===== config.mk =====
export PLATFORM = sky130hd
export DESIGN_NAME = fso_unpack_flat
export DESIGN_NICKNAME = d
export VERILOG_FILES = /design/src/sv/fso_pkg.sv /design/src/sv/fso_in_if.sv /design/src/sv/fso_unpack.sv /design/src/flat_wrapper.sv
export SDC_FILE = /design/constraint.sdc
export NUM_CORES = 1
export LEC_CHECK = 0
export ABC_AREA = 1
export BUFFER_PORTS_ARGS = -buffer_cell sky130_fd_sc_hd__buf_2
export CAP_MARGIN = 20
export CORE_MARGIN = 2
export CORE_UTILIZATION = 32
export DETAILED_ROUTE_END_ITERATION = 8
export GPL_TIMING_DRIVEN = 0
export PLACE_DENSITY = 0.55
export SLEW_MARGIN = 20
export SYNTH_ARGS = -nofsm -noshare
export SYNTH_HDL_FRONTEND = slang
export SYNTH_SLANG_ARGS = --single-unit

===== constraint.sdc =====
create_clock -name clk -period 4.4 [get_ports clk]
set_clock_uncertainty 0.1 [all_clocks]
set_input_delay 0.88 -clock clk [delete_from_list [all_inputs] [get_ports clk]]
set_output_delay 0.88 -clock clk [all_outputs]
set_load 0.1 [all_outputs]

===== src/sv/fso_pkg.sv =====
// ----------------------------------------------------------------------------
// fso_pkg - shared types, codes and colour helpers
// Register indexes, colour mode codes, the pixel request and palette write
// structs, and the direct colour expansion used by the scan-out block.
// ----------------------------------------------------------------------------
`default_nettype none

package fso_pkg;

  localparam int PALETTE_ENTRIES  = 256;
  localparam int PAL_AW           = 8;
  localparam int DEF_MAX_WIDTH    = 1024;
  localparam int DEF_MAX_LINE_WDS = 1024;

  // register indexes
  localparam logic [1:0] REG_PIX_MODE   = 2'd0;
  localparam logic [1:0] REG_LINE_WIDTH = 2'd1;
  localparam logic [1:0] REG_LINE_WORDS = 2'd2;

  // colour modes; codes 6 and 7 fall back to 8-bit indexed
  localparam logic [2:0] MODE_IDX8     = 3'd0;
  localparam logic [2:0] MODE_IDX4     = 3'd1;
  localparam logic [2:0] MODE_IDX2     = 3'd2;
  localparam logic [2:0] MODE_RGB565   = 3'd3;
  localparam logic [2:0] MODE_RGB555   = 3'd4;
  localparam logic [2:0] MODE_RGBA5551 = 3'd5;

  localparam logic [0:0] FUNC_PAL_WRITE = 1'b0;
  localparam logic [0:0] FUNC_FB_WORD   = 1'b1;

  localparam logic [31:0] OPAQUE_BLACK = 32'hFF00_0000;
  localparam logic [7:0]  ALPHA_OPAQUE = 8'hFF;
  localparam logic [7:0]  ALPHA_CLEAR  = 8'h00;

  typedef struct packed {
    logic [2:0]  mode;
    logic [10:0] width;       // already clamped to the maximum width
    logic [10:0] line_words;
  } cfg_t;

  typedef struct packed {
    logic [7:0]  idx;
    logic        direct;
    logic        black;
    logic [15:0] word;
    logic [9:0]  x;
    logic        last;
    logic        line_end;
  } pix_req_t;

  typedef struct packed {
    logic                en;
    logic [PAL_AW-1:0]   addr;
    logic [23:0]         rgb;
  } pal_wr_t;

  function automatic logic [7:0] widen5(input logic [4:0] c);
    widen5 = {c, c[4:2]};
  endfunction

  function automatic logic [7:0] widen6(input logic [5:0] c);
    widen6 = {c, c[5:4]};
  endfunction

  function automatic logic is_direct(input logic [2:0] mode);
    is_direct = (mode == MODE_RGB565) || (mode == MODE_RGB555) ||
                (mode == MODE_RGBA5551);
  endfunction

  function automatic logic [31:0] direct_argb(input logic [2:0] mode,
                                              input logic [15:0] w);
    logic [31:0] c;
    c = OPAQUE_BLACK;
    unique case (mode)
      MODE_RGB565: c = {ALPHA_OPAQUE, widen5(w[15:11]), widen6(w[10:5]), widen5(w[4:0])};
      MODE_RGB555: c = {ALPHA_OPAQUE, widen5(w[14:10]), widen5(w[9:5]), widen5(w[4:0])};
      default:     c = {(w[0] ? ALPHA_OPAQUE : ALPHA_CLEAR),
                        widen5(w[15:11]), widen5(w[10:6]), widen5(w[5:1])};
    endcase
    direct_argb = c;
  endfunction

endpackage

`default_nettype wire


===== src/sv/fso_in_if.sv =====
// ----------------------------------------------------------------------------
// fso_in_if - input word channel
// Valid/ready channel carrying framebuffer words and palette writes.
// ----------------------------------------------------------------------------
`default_nettype none

interface fso_in_if;
  logic        valid;
  logic        ready;
  logic        func;
  logic [15:0] word_data;
  logic [7:0]  palette_index;
  logic [23:0] palette_rgb;

  modport source (output valid, func, word_data, palette_index, palette_rgb,
                  input ready);
  modport sink   (input valid, func, word_data, palette_index, palette_rgb,
                  output ready);
  modport mon    (input valid, ready, func, word_data, palette_index, palette_rgb);
endinterface

`default_nettype wire


===== src/sv/fso_unpack.sv =====
// ----------------------------------------------------------------------------
// fso_unpack - word unpacker and line position counter
// Takes input words, issues palette writes, and splits framebuffer words
// into pixel requests, one per cycle while the palette stage is ready.
// ----------------------------------------------------------------------------
`default_nettype none

module fso_unpack #(
  parameter int MAX_LINE_WORDS = fso_pkg::DEF_MAX_LINE_WDS
) (
  input  wire                clk,
  input  wire                rst,
  input  fso_pkg::cfg_t      cfg,
  fso_in_if.sink             words,
  output logic               req_valid,
  input  wire                req_ready,
  output fso_pkg::pix_req_t  req,
  output fso_pkg::pal_wr_t   pal_wr
);
  import fso_pkg::*;

  localparam logic [12:0] WRAP_AT = 13'(MAX_LINE_WORDS);

  logic        busy;
  logic [15:0] sh;
  logic [10:0] cur_x;
  logic [3:0]  rem;
  logic [9:0]  word_pos;

  logic [3:0]  n_pix;
  logic [12:0] base;
  logic [12:0] width13;
  logic [12:0] avail;
  logic [3:0]  count;
  logic [12:0] pos_inc;
  logic [9:0]  word_pos_next;
  logic [7:0]  idx;
  logic [15:0] sh_next;
  logic        emit;
  logic        take;
  logic        fb_take;

  always_comb begin
    unique case (cfg.mode)
      MODE_IDX4: begin
        n_pix = 4'd4;
        base  = {1'b0, word_pos, 2'b00};
      end
      MODE_IDX2: begin
        n_pix = 4'd8;
        base  = {word_pos, 3'b000};
      end
      MODE_RGB565, MODE_RGB555, MODE_RGBA5551: begin
        n_pix = 4'd1;
        base  = {3'b000, word_pos};
      end
      default: begin
        n_pix = 4'd2;
        base  = {2'b00, word_pos, 1'b0};
      end
    endcase
  end

  // pixels of this word that fall inside the visible line
  always_comb begin
    width13 = {2'b00, cfg.width};
    avail   = width13 - base;
    if (base >= width13) begin
      count = 4'd0;
    end else if (avail < {9'd0, n_pix}) begin
      count = avail[3:0];
    end else begin
      count = n_pix;
    end
  end

  // advance the word counter, wrap at the stride or at MAX_LINE_WORDS
  always_comb begin
    pos_inc = {3'b000, word_pos} + 13'd1;
    if (pos_inc >= {2'b00, cfg.line_words} || pos_inc >= WRAP_AT) begin
      word_pos_next = 10'd0;
    end else begin
      word_pos_next = pos_inc[9:0];
    end
  end

  always_comb begin
    unique case (cfg.mode)
      MODE_IDX4: begin
        idx     = {4'h0, sh[3:0]};
        sh_next = {4'h0, sh[15:4]};
      end
      MODE_IDX2: begin
        idx     = {6'h00, sh[1:0]};
        sh_next = {2'b00, sh[15:2]};
      end
      default: begin
        idx     = sh[7:0];
        sh_next = {8'h00, sh[15:8]};
      end
    endcase
  end

  assign emit        = busy && req_ready;
  assign words.ready = !busy || (emit && rem == 4'd1);
  assign take        = words.valid && words.ready;
  assign fb_take     = take && (words.func == FUNC_FB_WORD);

  assign req_valid    = busy;
  assign req.idx      = idx;
  assign req.direct   = is_direct(cfg.mode);
  assign req.black    = (idx == 8'd0);
  assign req.word     = sh;
  assign req.x        = cur_x[9:0];
  assign req.last     = (rem == 4'd1);
  assign req.line_end = ({1'b0, cur_x} + 12'd1) == {1'b0, cfg.width};

  // palette writes land at once: every earlier read is already issued
  assign pal_wr.en   = take && (words.func == FUNC_PAL_WRITE);
  assign pal_wr.addr = words.palette_index;
  assign pal_wr.rgb  = words.palette_rgb;

  always_ff @(posedge clk) begin
    if (rst) begin
      busy     <= 1'b0;
      word_pos <= 10'd0;
    end else begin
      if (fb_take) begin
        word_pos <= word_pos_next;
      end
      if (fb_take && count != 4'd0) begin
        busy <= 1'b1;
      end else if (emit && rem == 4'd1) begin
        busy <= 1'b0;
      end
    end
  end

  always_ff @(posedge clk) begin
    if (fb_take) begin
      sh    <= words.word_data;
      cur_x <= base[10:0];
      rem   <= count;
    end else if (emit) begin
      sh    <= sh_next;
      cur_x <= cur_x + 11'd1;
      rem   <= rem - 4'd1;
    end
  end

endmodule

`default_nettype wire


===== src/flat_wrapper.sv =====
// flat-port wrapper written by rule: the top's interface ports become plain ports
module fso_unpack_flat import fso_pkg::*;
#(
  parameter int MAX_LINE_WORDS = fso_pkg::DEF_MAX_LINE_WDS
)
  (clk, rst, cfg, req_valid, req_ready, req, pal_wr, words_valid, words_func, words_word_data, words_palette_index, words_palette_rgb, words_ready);
  fso_in_if words_i ();
  input  wire clk;
  input  wire rst;
  input  fso_pkg::cfg_t cfg;
  output logic req_valid;
  input  wire req_ready;
  output fso_pkg::pix_req_t req;
  output fso_pkg::pal_wr_t pal_wr;
  input wire logic [$bits(words_i.valid)-1:0] words_valid;
  input wire logic [$bits(words_i.func)-1:0] words_func;
  input wire logic [$bits(words_i.word_data)-1:0] words_word_data;
  input wire logic [$bits(words_i.palette_index)-1:0] words_palette_index;
  input wire logic [$bits(words_i.palette_rgb)-1:0] words_palette_rgb;
  output wire logic [$bits(words_i.ready)-1:0] words_ready;
  assign words_i.valid = words_valid;
  assign words_i.func = words_func;
  assign words_i.word_data = words_word_data;
  assign words_i.palette_index = words_palette_index;
  assign words_i.palette_rgb = words_palette_rgb;
  assign words_ready = words_i.ready;
  fso_unpack #(.MAX_LINE_WORDS(MAX_LINE_WORDS)) u_core (.clk(clk), .rst(rst), .cfg(cfg), .words(words_i), .req_valid(req_valid), .req_ready(req_ready), .req(req), .pal_wr(pal_wr));
endmodule

### Word level (Yosys, flattened, before mapping)

Index checks and enable logic that the tools add are counted.
W data, S select, Z words.

| cells by class | value |
|---|---|
| add/subtract/negate cells | 5 |
| $lt $le $gt $ge | 4 |
| eq/ne operators | 7 |
| muxes and demuxes | 15 |
| bitwise logic cells | 1 |
| reduce and logical (&&, ||, !) cells | 16 |

Operator list:

| kind | number |
|---|---|
| $pmux W13 S3 | 1 |
| $mux W16 | 2 |
| $pmux W14 S2 | 1 |
| $ge A13 B11 Y1 | 2 |
| $mux W11 | 2 |
| $mux W4 | 4 |
| $pmux W8 S2 | 1 |
| $ge A13 B11 Y1 const B | 1 |
| $lt A13 B4 Y1 | 1 |
| $sub A11 B13 Y13 | 1 |
| $add A11 B1 Y12 const B | 1 |
| $eq A12 B11 Y1 | 1 |
| $pmux W4 S3 | 1 |
| $add A10 B1 Y11 const B | 1 |
| $add A11 B1 Y11 const B | 1 |
| $mux W10 | 1 |
| $logic_not A8 Y1 | 1 |
| $eq A3 B2 Y1 const B | 2 |
| $eq A3 B3 Y1 const B | 2 |
| $logic_and A1 B1 Y1 | 6 |
| $eq A4 B1 Y1 const B | 1 |
| $logic_or A1 B1 Y1 | 4 |
| $reduce_bool A2 Y1 | 2 |
| $reduce_bool A4 Y1 | 1 |
| other kinds (6) | 7 |

| storage, ports and cells | value |
|---|---|
| flip-flop bits (word level) | 42 |
| input port bits | 78 |
| output and inout bits | 73 |
| word-level logic and storage cells | 53 |

### Depth between registers and ports, before layout

Gate-level depths: netlist (run 1).

| logic depth | value |
|---|---|
| depth after elaboration | 10 |
| gate-level depth with buffers | 29 |
| gate-level depth less buffers | 28 |

### Worst setup path after synthesis (run 1)

OpenSTA, ideal clock, no wires.

| timing | value |
|---|---|
| kind | register -> output |
| from | register u_core.busy (netlist: u_core.req_valid) |
| to | output pal_wr[32] in the netlist's numbering |
| arrival | 4.851 ns |
| required time | 3.420 ns |
| path slack | -1.431 ns |
| cell stages (with the launch flop) | 5 |
| path buffers | 0 |
| path through | dfxtp_1 > nand2_1 > o21ai_0 > nand2_1 > nor2_1 |

RTL lines:

| item | RTL line | RTL |
|---|---|---|
| from (decl) | fso_unpack.sv:24 | `logic busy;` |
| from (signal assigned) | fso_unpack.sv:125 | `busy <= 1'b0;` |
| from (signal assigned) | fso_unpack.sv:132 | `busy <= 1'b1;` |
| from (signal assigned) | fso_unpack.sv:134 | `busy <= 1'b0;` |
| to (decl) | flat_wrapper.sv:14 | `output fso_pkg::pal_wr_t pal_wr;` |

### Final worst setup path (run 1)

| timing | value |
|---|---|
| from | input cfg[22] in the netlist's numbering |
| to | register u_core.busy (netlist: u_core.req_valid) |

| on the way | value |
|---|---|
| longest elaborated chain between the ends | 10 |
| elaborated cells on any way between the ends | 17 |
| classes of those cells | 1 x add/sub; 2 x order compare; 5 x eq/ne; 5 x mux; 4 x reduce/logical |

RTL lines:

| item | RTL line | RTL |
|---|---|---|
| from (decl) | flat_wrapper.sv:10 | `input fso_pkg::cfg_t cfg;` |
| $eq A3 B3 Y1 / $eq A3 B2 Y1 (equally long branches) | fso_unpack.sv:44 | `unique case (cfg.mode)` |
| $reduce_or A3 Y1 | fso_unpack.sv:44 |  |
| $pmux W13 S3 | fso_unpack.sv:44 |  |
| $sub A11 B13 Y13 | fso_unpack.sv:67 | `avail = width13 - base;` |
| $lt A13 B4 Y1 | fso_unpack.sv:70 | `end else if (avail < {9'd0, n_pix}) begin` |
| $mux W4 | fso_unpack.sv:70 |  |
| $mux W4 * | fso_unpack.sv:68 | `if (base >= width13) begin` |
| $reduce_bool A4 Y1 * | fso_unpack.sv:131 | `if (fb_take && count != 4'd0) begin` |
| $logic_and A1 B1 Y1 * | fso_unpack.sv:131 |  |
| $mux W1 / $reduce_bool A2 Y1 (equally long branches) | -- |  |

Mark *: on every way between the ends. The rest lies on a longest branch, timed or not.
A chain may end at the register's enable or synchronous reset.

==> results.txt, run 1 <==
The clock sink total came out at 42. The share of synthesized flip-flops with an asynchronous set or reset came out at 0%. The flip-flop and latch count after synthesis is 42. The worst setup slack after placement came out at -0.324 ns.

Port buffering added 116 buffers. The maximum number of pins on one net before global-route repair is 32. The combinational cell fraction of total power came out at 44.0%. TritonCTS built the clock tree.

The power density over the cells came out at 291 nW/µm². Synthesis instantiated 40 different standard cells from the library. The number of buffers inserted during clock tree synthesis came out at 5.

The die boundary height came out at 122 µm. The fraction of the yosys area taken by sequential cells is 25.9%. The cell area reported after detailed placement is 5280 µm². For this run, the top clock speed supported by timing is 0.241 GHz.

The antenna diode count is 0. The area share of the largest cell type after synthesis is 20.9%. The die covers 14800 µm². The startpoint identified for the worst hold timing path is u_core.word_pos[8]. The class of the tightest hold or removal check is register to register.

The switching power of the nets is 0.000731 W. The starting utilization of the core area came out at 32.4%. The dominant cell by count in the synthesized netlist is sky130_fd_sc_hd__nand2_1. Synthesis produced a netlist whose cell count is 672. In this run the core area contains 43 standard-cell rows. By area the synthesized netlist is led by sky130_fd_sc_hd__edfxtp_1 (21%), sky130_fd_sc_hd__nand2_1 (15%), sky130_fd_sc_hd__inv_1 (8.4%). For this run the aggregate overflow at the end of global routing stands at 0.

Summed over all nets, the half-perimeter wirelength after detailed placement is 10800 µm. The mean number of vias per cell came out at 4.74. The ratio of final minimum period to clock period is 94.5%.

The cell-internal power is 0.000899 W. The floorplan step set the die width to 122 µm. The overall fraction of global-route tracks in use is 17.3%.

By startpoint and endpoint, the worst setup path is classified as primary input to register. The headroom to the max-slew limit is 49.1%. The wire length of the first global-routing pass is 20500 µm. The switching part of the total came out at 44.8%. The capturing element type of the critical path is a register. The clock-pin slew on the worst setup and hold paths came out at 0.06 ns. The required time of the worst setup path is 4.45 ns.

The buffer depth of the longest clock path is 2. The final worst slack is 0.243 ns. The depth of the worst hold-timing path is 2. The final-report hold violation count came out at 0. The routed via count came out at 4657. The launching element type of the critical path is a primary input. Counting instances in the post-synthesis netlist gives the leading cell types as sky130_fd_sc_hd__nand2_1 (182), sky130_fd_sc_hd__inv_1 (100), sky130_fd_sc_hd__nand3_1 (46), sky130_fd_sc_hd__buf_4 (44), sky130_fd_sc_hd__nor2_1 (44). The number of synthesis warnings came out at 0. The worst reg2reg path endpoint is u_core.req_valid.

The final standard cell area without fillers is 5610 µm². The analysis attributes to cell leakage a power of 2.86 nW. The number of max-cap violations came out at 0.

sky130_fd_sc_hd__edfxtp_1 takes more of the synthesized area than any other cell. The number of H-tree levels came out at 2. The synthesized netlist net count came out at 774. At the worst endpoint, the arrival time is 4.20 ns. In the synthesized netlist the dominant register cell turns out to be sky130_fd_sc_hd__edfxtp_1. The critical-path maximum fanout is 8. The post-layout minimum cycle time came out at 4.16 ns. The final weighted congestion of routability-driven global placement came out at 0.946. Setup violations remaining at the end of the flow were counted as 0. The violation count after the first detailed-routing iteration came out at 313. The via count of the first global-routing pass was 4287. The count of nets left with antenna violations once routing finished came out at 0. The sum of negative setup slack is 0 ns. The library cell used as clock root buffer is sky130_fd_sc_hd__clkbuf_16.

The initial antenna violation count is 0. The share of power burned in registers came out at 29.8%. The average cell area after synthesis came out at 6.61 µm². The startpoint identified for the worst register-to-register timing path is u_core.word_pos[0]. The post-synthesis to final-layout area growth is 26.1%. The flow ran to the end, and the final reports show no timing, DRC or antenna violations. The number of DRC violations after detailed routing is 0. The share of cells above drive strength 1 came out at 28.5%. The setup check on the worst reg-to-reg path leaves a slack of 0.50 ns. The insertion delay to the later sink of the worst-skew pair came out at 0.29 ns. The first-pass iteration count of the detailed router is 5.

The average routed wire per standard cell came out at 13.3 µm. The placeable core region came out at 13700 µm². The logic depth of the worst register-to-register path is 25. The final routed wirelength across all metal layers came out at 13100 µm. 151 I/O pins were placed. The final net count is 904.

The number of flops mapped to enable cells by yosys came out at 31. The count of pins over their slew limit came out at 0. Summing every instance area after synthesis gives 4440 µm². VDD sags by at most 0.173 mV.

The clock network burns 26.3% of the power. The measured slew at the worst slew-check pin is 0.761 ns. For hold timing, the worst endpoint is u_core.word_pos[8].
routing by layer:
| metal | global-route usage, % | vias to the layer above | wire length, µm |
|---|---|---|---|
| li1 | - | 2404 | - |
| met5 | 0 | - | 0 |
| met3 | 2.57 | 14 | 825 |
| met2 | 29.1 | 161 | 5950 |
| met1 | 23.8 | 2078 | 6160 |
| met4 | 2.95 | 0 | 129 |
layout make-up:
type,instances,area (µm²)
fillers,1472,8110
multi-input cells,457,2580
flip-flops and latches,42,1150
repair buffers,123,636
plain buffers,65,434
inverters,108,410
well taps,180,225
clock buffers,5,125
clock inverters,3,43.8
cell usage in the layout, fill, tap and decap left out, drive strengths merged, types with 3 or more instances in the layout:
master	count
a21oi	30
edfxtp	31
nor3	7
clkbuf	19
o21ai	25
ha	24
o221ai	3
dfxtp	11
nand2	188
nand3	52
nand4	20
nor2	49
a221oi	3
inv	109
xor2	22
buf	174
o22ai	15
xnor2	4
power by group through the flow:
stage	combinational, W	clock (W)	sequential [W]
after CTS	0.000699	0.000430	0.000485
after floorplan	0.000482	0	0.000579
final	0.000717	0.000429	0.000485
after global placement	0.000696	0	0.000495
after global routing	0.000765	0.000447	0.000489
after detailed placement	0.000698	0	0.000494
state kept, by name, indices dropped and copies added, names as in the netlist:
name	flops
u_core.rem	4
u_core.req_valid	1
u_core.cur_x	11
u_core.sh	16
u_core.word_pos	10
worst max-delay path, cell delays in order:
cell and delay [ns]:
sky130_fd_sc_hd__buf_2 0.19, sky130_fd_sc_hd__nand3_2 0.14, sky130_fd_sc_hd__nand2_4 0.11, sky130_fd_sc_hd__buf_8 0.12, sky130_fd_sc_hd__inv_1 0.08, sky130_fd_sc_hd__nor2_4 0.13
sky130_fd_sc_hd__ha_1 0.15, sky130_fd_sc_hd__inv_1 0.06, sky130_fd_sc_hd__ha_1 0.17, sky130_fd_sc_hd__inv_1 0.05, sky130_fd_sc_hd__nand2_1 0.08, sky130_fd_sc_hd__inv_1 0.08
sky130_fd_sc_hd__nor2_2 0.05, sky130_fd_sc_hd__nor2_2 0.15, sky130_fd_sc_hd__ha_1 0.26, sky130_fd_sc_hd__nand3_1 0.09, sky130_fd_sc_hd__nand3b_1 0.09, sky130_fd_sc_hd__a21oi_2 0.21
sky130_fd_sc_hd__nand3_1 0.11, sky130_fd_sc_hd__nor2_2 0.14, sky130_fd_sc_hd__nand3_2 0.09, sky130_fd_sc_hd__nor2_4 0.22, sky130_fd_sc_hd__nand4_1 0.16, sky130_fd_sc_hd__nand3_2 0.12
sky130_fd_sc_hd__nand2_1 0.07, sky130_fd_sc_hd__o21ai_2 0.12, sky130_fd_sc_hd__a21oi_1 0.07
how the worst max path moves through the flow:
stage,to,cells after the start,startpoint,slack (ns)
floorplan,pal_wr[32],4,u_core.req_valid,-0.06
CTS,u_core.req_valid,22,cfg[22],0.008
global placement,u_core.req_valid,28,cfg[24],-0.36
global route,u_core.req_valid,27,cfg[22],-0.04
finish,u_core.req_valid,27,cfg[22],0.24
detailed placement,u_core.req_valid,28,cfg[24],-0.32
what timing repair did:
action                     CTS  global route
setup buffers                0             7
gates resized for setup      1            31
cloned                       0             0
hold buffers                 0             0
pin swaps                    0            12
setup endpoints to repair    1             5
cells by family (layout without fill, tap and decap cells):
logic type,count (synthesis),count (layout),share of synthesized area [%]
and+or+nand+nor,320,320,31.7
buffers and inverters,173,304,18.7
AOI/OAI and AO/OA,85,85,11.2
DFF,42,42,25.9
xor gates and xnor gates,26,26,5.29
adders and majority gates,24,24,6.76
muxes,2,2,0.450
metrics by stage:
stage	util (%)	power [W]	instances	hold slack (ns)
floorplan	-	0.00106	672	0.371
global placement	38.4	0.00119	968	0.392
detailed placement	38.5	0.00119	968	0.395
CTS	39.7	0.00161	976	0.405
global route	40.9	0.00170	983	0.447
finish	40.9	0.00163	983	0.418
(Power assumes the default switching activity.)
==> run 2, diff against run 1 <==
clock period = 4.5 ns   (was 4.4 ns; I/O delays follow)
==> run 2 against run 1 <==
  * Final cell count shrank 0.71%
  * Non-clock buffer count fell by 7
  * First-iteration DRC count up 1.9%
  * Clock power fell by 2%
==> results.txt, run 2 (same netlist as run 1, synthesis figures left out) <==
The run finished with clean final reports. The startpoint of the worst setup timing path is cfg[24]. The routed via count came out at 4583. The wire length of the first global-routing pass came out at 20900 µm. The final-report hold violation count is 0. The library cell used most frequently in the layout, excluding fill and tap cells, is sky130_fd_sc_hd__nand2_1. The average routed wire per standard cell is 13.4 µm.

Leaving out fill and tap cells, the most frequent cells in the layout are sky130_fd_sc_hd__nand2_1 (181), sky130_fd_sc_hd__buf_2 (121), sky130_fd_sc_hd__inv_1 (100). The final setup violation count is 0. The number of H-tree levels came out at 2. The maximum number of pins on one net before global-route repair is 32. The post-synthesis to final-layout area growth is 23.5%. Clock latency on the worst-skew pair, taken at its later pin, is 0.29 ns. The largest registers in the layout are u_core.sh x16, u_core.cur_x x11, u_core.word_pos x10. The measured slew at the worst slew-check pin is 0.755 ns.

The number of buffers inserted during clock tree synthesis came out at 5. The site row count is 43. The final net count is 897. Summed over all layers, the global routing overflow is 0. TritonCTS built the clock tree. The final weighted congestion of routability-driven global placement is 0.883. Of the cells placed in the final design, the portion with a size suffix greater than 1 is 26.9%. The headroom to the max-slew limit is 49.5%.

The pre-antenna-repair detailed-routing pass consisted of 5 iterations. In this run the number of cells on the critical path is 27. The clock-pin slew on the worst setup and hold paths came out at 0.06 ns. The arrival time of the worst setup path came out at 4.25 ns.

The end of the critical path is u_core.req_valid. The number of buffer and inverter stages on the critical path is 6. The count of antenna-violating nets left after detailed routing came out at 0. The critical-path maximum fanout came out at 10. The die is 122 µm wide.

The worst stage delay on the critical path is 0.30 ns. On the critical path, the stage with the largest delay is an instance of sky130_fd_sc_hd__ha_1. The half-perimeter wire length after detailed placement came out at 10900 µm.

u_core.sh holds more flip-flops than any other register. The worst register-to-register path begins at u_core.word_pos[0]. The total area inside the core boundary comes to 13700 µm². At the worst endpoint, the required time is 4.54 ns. The count of pins over their slew limit is 0.

The ratio of final minimum period to clock period came out at 93.6%. The worst hold path startpoint is u_core.word_pos[8]. Once layout is complete, the cells apart from fillers number 976.

The starting utilization of the core area came out at 32.4%. The post-layout minimum cycle time is 4.21 ns. For this design the top-level I/O count stands at 151.

Setup repair after global routing left no endpoint under its margin. The clock sink total is 42. The die boundary height is 122 µm. After detailed placement, the design holds a cell count of 968. The mean number of vias per cell is 4.70.

The final routed wirelength across all metal layers is 13100 µm. The overall fraction of global-route tracks in use came out at 17.7%. The capturing element type of the critical path is a register. The violation count after the first detailed-routing iteration is 319. The antenna diode count came out at 0. The critical setup path kind is primary input to register.

The fmax is 0.237 GHz. The logic depth of the worst register-to-register path is 24. The via count of the first global-routing pass was 4280.

The worst setup path is launched from a primary input. The leakage power summed over all cells came out at 2.81 nW. The port buffer count is 116. In this design, the largest share of critical-path delay is due to simple AND/OR/NAND/NOR gates.

The buffer depth of the longest clock path came out at 2. The endpoint identified for the worst register-to-register timing path is u_core.req_valid. At the end of the flow the core is filled with cells to 40.0%. The number of hold-repair buffers added at the cts stage is 0. The tightest min-delay check is of the register to register type. The slack of the worst reg-to-reg path is 0.67 ns. The flip-flop count of the largest register after layout came out at 16.

The die covers 14800 µm². IR analysis of the VDD net gives a maximum drop of 0.145 mV. In the routed design, unresolved DRC markers number 0. The power density over the cells is 288 nW/µm². The tool flagged a number of max-cap violations equal to 0.

The initial antenna violation count is 0. The library cell used as clock root buffer is sky130_fd_sc_hd__clkbuf_16.
## run 2: cell types whose count changed in the layout (fill, tap and decap cells not counted), sizes merged
cell    change
buf         -5
clkbuf      -2
## run 2: worst min path at each step
stage / endpoint / slack, ns / depth (start not counted)
2_1_floorplan: u_core.word_pos[8] / 0.37 / 2
3_3_place_gp: u_core.word_pos[8] / 0.39 / 2
3_5_place_dp: u_core.word_pos[8] / 0.40 / 2
4_1_cts: u_core.word_pos[8] / 0.41 / 2
5_1_grt: u_core.word_pos[8] / 0.43 / 2
6_report: u_core.word_pos[8] / 0.41 / 2
## run 2: repair_timing
action                                  in CTS  in global routing
buffers inserted                             0                  0
endpoints found under the setup margin       0                  5
gates resized for setup                      0                 19
## run 2: cell type report
type	instances	area (µm²)
sequential	42	1150
timing repair buffer	116	581
tap	180	225
multi-input combinational	457	2520
clock inverter	3	43.8
buffer	65	430
clock buffer	5	125
inverter	108	408
fill	1501	8230
## run 2: layer usage
layer	GRT usage (%)	wire, µm
met1	24.2	6250
met2	30.3	5990
met3	2.53	752
met4	2.30	100
met5	0	0
## run 2: worst reg2reg max path: stages (launching register included)
cell                       delay [ns]
sky130_fd_sc_hd__dfxtp_1         0.37
sky130_fd_sc_hd__clkbuf_1        0.38
sky130_fd_sc_hd__nand3_1         0.23
sky130_fd_sc_hd__nand2_1         0.13
sky130_fd_sc_hd__nand2_1         0.06
sky130_fd_sc_hd__nand2_1         0.09
sky130_fd_sc_hd__inv_2           0.04
sky130_fd_sc_hd__ha_1            0.18
sky130_fd_sc_hd__inv_1           0.04
sky130_fd_sc_hd__nand2_1         0.09
sky130_fd_sc_hd__nor2_1          0.14
sky130_fd_sc_hd__nor2_2          0.07
sky130_fd_sc_hd__ha_1            0.30
sky130_fd_sc_hd__nand3_1         0.09
sky130_fd_sc_hd__nand3b_1        0.09
sky130_fd_sc_hd__a21oi_2         0.17
sky130_fd_sc_hd__nand3_1         0.10
sky130_fd_sc_hd__nor2_1          0.12
sky130_fd_sc_hd__nand3_1         0.13
sky130_fd_sc_hd__nor2_4          0.19
sky130_fd_sc_hd__nand4_1         0.15
sky130_fd_sc_hd__nand3_2         0.13
sky130_fd_sc_hd__nand2_1         0.06
sky130_fd_sc_hd__o21ai_1         0.15
sky130_fd_sc_hd__a21oi_1         0.08
## run 2: through the flow
step / total power (W) / worst slack [ns] / setup TNS [ns] / hold slack [ns] / cell area, µm²
floorplan: 0.00104 / 0.0170 / 0 / 0.371 / 4460
global placement: 0.00116 / -0.224 / -0.581 / 0.394 / 5270
detailed placement: 0.00116 / -0.181 / -0.481 / 0.396 / 5270
CTS: 0.00158 / 0.0907 / 0 / 0.405 / 5440
global route: 0.00165 / 0.00206 / 0 / 0.431 / 5490
finish: 0.00158 / 0.288 / 0 / 0.405 / 5490
## run 2: power by group
| part | total [W] | internal, W | switching [W] |
|---|---|---|---|
| sequential | 0.000474 | 0.000453 | 0.0000206 |
| combinational | 0.000688 | 0.000156 | 0.000532 |
| clock | 0.000419 | 0.000263 | 0.000156 |
| total | 0.00158 | 0.000872 | 0.000709 |
==> run 3, diff against run 2 <==
PLACE_DENSITY = 0.57   (was 0.55)
clock period = 3.85 ns   (was 4.5 ns; I/O delays follow)
==> run 3 against run 2 <==
  * Sequential cell count unchanged
  * Global-route usage fell by 0.37 points
  * First-iteration DRC count up 3.1%
  * Setup slack got worse by 0.11 ns
  * Register-to-register slack got worse by 0.32 ns
  * Non-clock buffer count is 17 higher
  * Die area did not move
  * Cell area increased by 8.6%
  * Critical endpoint unchanged
  * Critical path type unchanged
  * Core utilization increased by 3.4 points
==> results.txt, run 3 (same netlist as run 1, synthesis figures left out) <==
The flow ran to the end, and the final reports show no timing, DRC or antenna violations. The placeable core region is 13700 µm². The top cell types in the final layout, fill and taps aside, are sky130_fd_sc_hd__nand2_1 (168), sky130_fd_sc_hd__buf_2 (115), sky130_fd_sc_hd__inv_1 (92). The worst setup path is of the primary input to register kind.

The die footprint came out at 14800 µm². The number of H-tree levels is 2. The tightest min-delay check is of the register to register type.

CTS saw 42 sinks. The total overflow reported by the global router came out at 0. The final net count came out at 914. The insertion delay to the later sink of the worst-skew pair is 0.29 ns. For the finished layout, the period the worst path requires is 3.68 ns. Dividing total power by cell area gives a power density of 310 nW/µm².

In this run the critical register-to-register path is captured at u_core.req_valid. The final-report hold violation count is 0. The launching element type of the critical path is a primary input. The maximum number of pins on one net before global-route repair came out at 32. The measured slew at the worst slew-check pin came out at 0.759 ns. The ratio of final minimum period to clock period is 95.5%. For this run, the total global-route usage over all layers was measured as 17.3%. The count of pins over their slew limit was 0. The number of DRC violations after detailed routing came out at 0. The buffer depth of the longest clock path came out at 2.

The die boundary height is 122 µm. The final standard cell count with taps included and fillers excluded came out at 993. The initial antenna violation count is 0. In this run the worst path has a maximum fanout of 10. The count of antenna-violating nets left after detailed routing is 0. The arrival time of the worst setup path came out at 3.73 ns. Traced cell by cell, the critical path runs through buf_12, inv_4, buf_4, nand3_4, buf_8, o221ai_2, a21oi_2, buf_4, ha_4, nand2_2, nor3_4, nand2_2, nor2_2, nand2_1, nand2_1, nand2_1, nand2_1, nand2_1, nor2_4, nand4_1, nand3_2, nand2_2, o21ai_2, a21oi_2.

The end of the critical path is u_core.req_valid. The leakage power summed over all cells is 2.94 nW. Leaving out fill and tap cells, the most frequent cell in the layout is sky130_fd_sc_hd__nand2_1.

The headroom to the max-slew limit came out at 49.2%. The port buffer count came out at 116. On the critical path the largest part of the delay comes from simple AND/OR/NAND/NOR gates. The final weighted congestion of routability-driven global placement is 0.924. The first detailed-routing pass ran for 5 iterations. The capturing element type of the critical path is a register.

The post-synthesis to final-layout area growth came out at 34.1%. For this run, the top clock speed supported by timing is 0.272 GHz. The via count of the first global-routing pass came out at 4166. The cell with the largest stage delay on the worst path is sky130_fd_sc_hd__ha_4. The worst supply voltage drop on vdd came out at 0.187 mV.

The library cell used as clock root buffer is sky130_fd_sc_hd__clkbuf_16. On the worst path, the slowest cell contributes a delay of 0.28 ns. The antenna diode count is 0. For the worst setup path, the data required time is 3.90 ns.

The half-perimeter wire length after detailed placement is 10600 µm. The start of the worst register-to-register path is u_core.word_pos[0]. The critical path starts at cfg[24].

The routed via count is 4673. The logic depth of the worst register-to-register path came out at 20. The mean number of vias per cell came out at 4.71. The die is 122 µm wide. Counting flops per register, the top entry is u_core.sh.

After the first detailed-routing iteration, the DRC count stood at 329. TritonCTS built the clock tree. The wire length of the first global-routing pass is 20400 µm. The number of hold-repair buffers added at the cts stage is 0. The clock-pin slew on the worst setup and hold paths came out at 0.06 ns.

The largest registers in the layout are u_core.sh x16, u_core.cur_x x11, u_core.word_pos x10. The number of placed instances, taps included is 968. The cell type with the highest occurrence count on the critical path is sky130_fd_sc_hd__nand2_1. In this run the number of cells on the critical path is 24.

The number of max-cap violations is 0. The number of filler cells placed in the layout came out at 1460. After detailed routing, the total wire length is 13400 µm. The floorplan has 43 rows. The number of buffer and inverter stages on the critical path is 5. The slack of the worst reg-to-reg path came out at 0.35 ns. Setup repair after global routing could not meet its margin everywhere. Setup violations remaining at the end of the flow were counted as 0.

The share of cells above drive strength 1 is 33.8%. The number of buffers inserted during clock tree synthesis came out at 5. The register with the most flip-flops in the layout has 16 of them.

The sum of negative setup slack is 0 ns. Across all hold checks on the routed design, the worst slack comes to 0.424 ns. In the final routed layout, each cell accounts on average for 13.5 µm.

The starting utilization of the core area is 32.4%. The count of boundary I/O pins came out at 151.
[run 3: cell types whose count changed in the layout (fill, tap and decap cells not counted), moves of 6 or more]
cell                      before  now
sky130_fd_sc_hd__buf_2       121  115
sky130_fd_sc_hd__buf_4        44   61
sky130_fd_sc_hd__inv_1       100   92
sky130_fd_sc_hd__inv_2         7   13
sky130_fd_sc_hd__nand2_1     181  168
sky130_fd_sc_hd__nand2_2       6   16
[run 3: layout make-up]
class | instances | area, µm² | area share [%]
multi-input combinational | 457 | 2820 | 47.3
sequential | 42 | 1150 | 19.3
timing repair buffer | 133 | 733 | 12.3
buffer | 65 | 468 | 7.85
inverter | 108 | 414 | 6.95
tap | 180 | 225 | 3.78
clock buffer | 5 | 125 | 2.10
clock inverter | 3 | 23.8 | 0.399
[run 3: worst register-to-register path, stage by stage, from the launching register on]
cell and delay, ns:
sky130_fd_sc_hd__dfxtp_1 0.36, sky130_fd_sc_hd__clkbuf_2 0.28, sky130_fd_sc_hd__nand3_1 0.24, sky130_fd_sc_hd__nand3_2 0.16, sky130_fd_sc_hd__nand2_1 0.08, sky130_fd_sc_hd__nand2_2 0.10, sky130_fd_sc_hd__nand3_1 0.09, sky130_fd_sc_hd__nand2_2 0.11
sky130_fd_sc_hd__xor2_2 0.20, sky130_fd_sc_hd__inv_1 0.07, sky130_fd_sc_hd__ha_1 0.30, sky130_fd_sc_hd__a21oi_2 0.19, sky130_fd_sc_hd__nand3_1 0.10, sky130_fd_sc_hd__nor2_1 0.11, sky130_fd_sc_hd__nand3_1 0.13, sky130_fd_sc_hd__nor2_4 0.20
sky130_fd_sc_hd__nand4_1 0.15, sky130_fd_sc_hd__nand3_2 0.12, sky130_fd_sc_hd__nand2_2 0.06, sky130_fd_sc_hd__o21ai_2 0.16, sky130_fd_sc_hd__a21oi_2 0.06
[run 3: how the worst min path moves through the flow]
stage,endpoint,cells past startpoint,from,slack [ns]
2_1_floorplan,u_core.word_pos[8],2,u_core.word_pos[8],0.37
5_1_grt,u_core.req_valid,2,u_core.req_valid,0.45
4_1_cts,u_core.word_pos[8],2,u_core.word_pos[8],0.43
3_5_place_dp,u_core.word_pos[8],2,u_core.word_pos[8],0.40
3_3_place_gp,u_core.word_pos[8],2,u_core.word_pos[8],0.40
6_report,u_core.req_valid,2,u_core.req_valid,0.42
[run 3: timing repair]
item,4_1_cts,5_1_grt
pin swaps,23,33
endpoints found under the hold margin,0,0
buffers inserted,5,12
gates resized for setup,41,56
setup endpoints to repair,5,6
[run 3: power by group]
group | switching [W] | internal (W)
Sequential | 0.0000250 | 0.000530
Clock | 0.000185 | 0.000243
Combinational | 0.000649 | 0.000218
Total | 0.000859 | 0.000990
[run 3: stage by stage]
stage / cell area (µm²) / power (W) / setup slack (ns) / util (%)
6_report: 5960 / 0.00185 / 0.173 / 43.4
5_1_grt: 5960 / 0.00193 / -0.00878 / 43.4
4_1_cts: 5640 / 0.00181 / 0.00355 / 41.1
3_5_place_dp: 5290 / 0.00136 / -0.887 / 38.5
3_3_place_gp: 5290 / 0.00136 / -0.904 / 38.5
2_1_floorplan: 4480 / 0.00121 / -0.302 / -
[run 3: metal layers]
metal	global-route usage, %	vias to the layer above	part of all wire, %
li1	-	2419	-
met5	0	-	0
met4	4.60	0	1.4
met2	29.1	151	48
met3	1.97	10	5.9
met1	23.6	2093	45
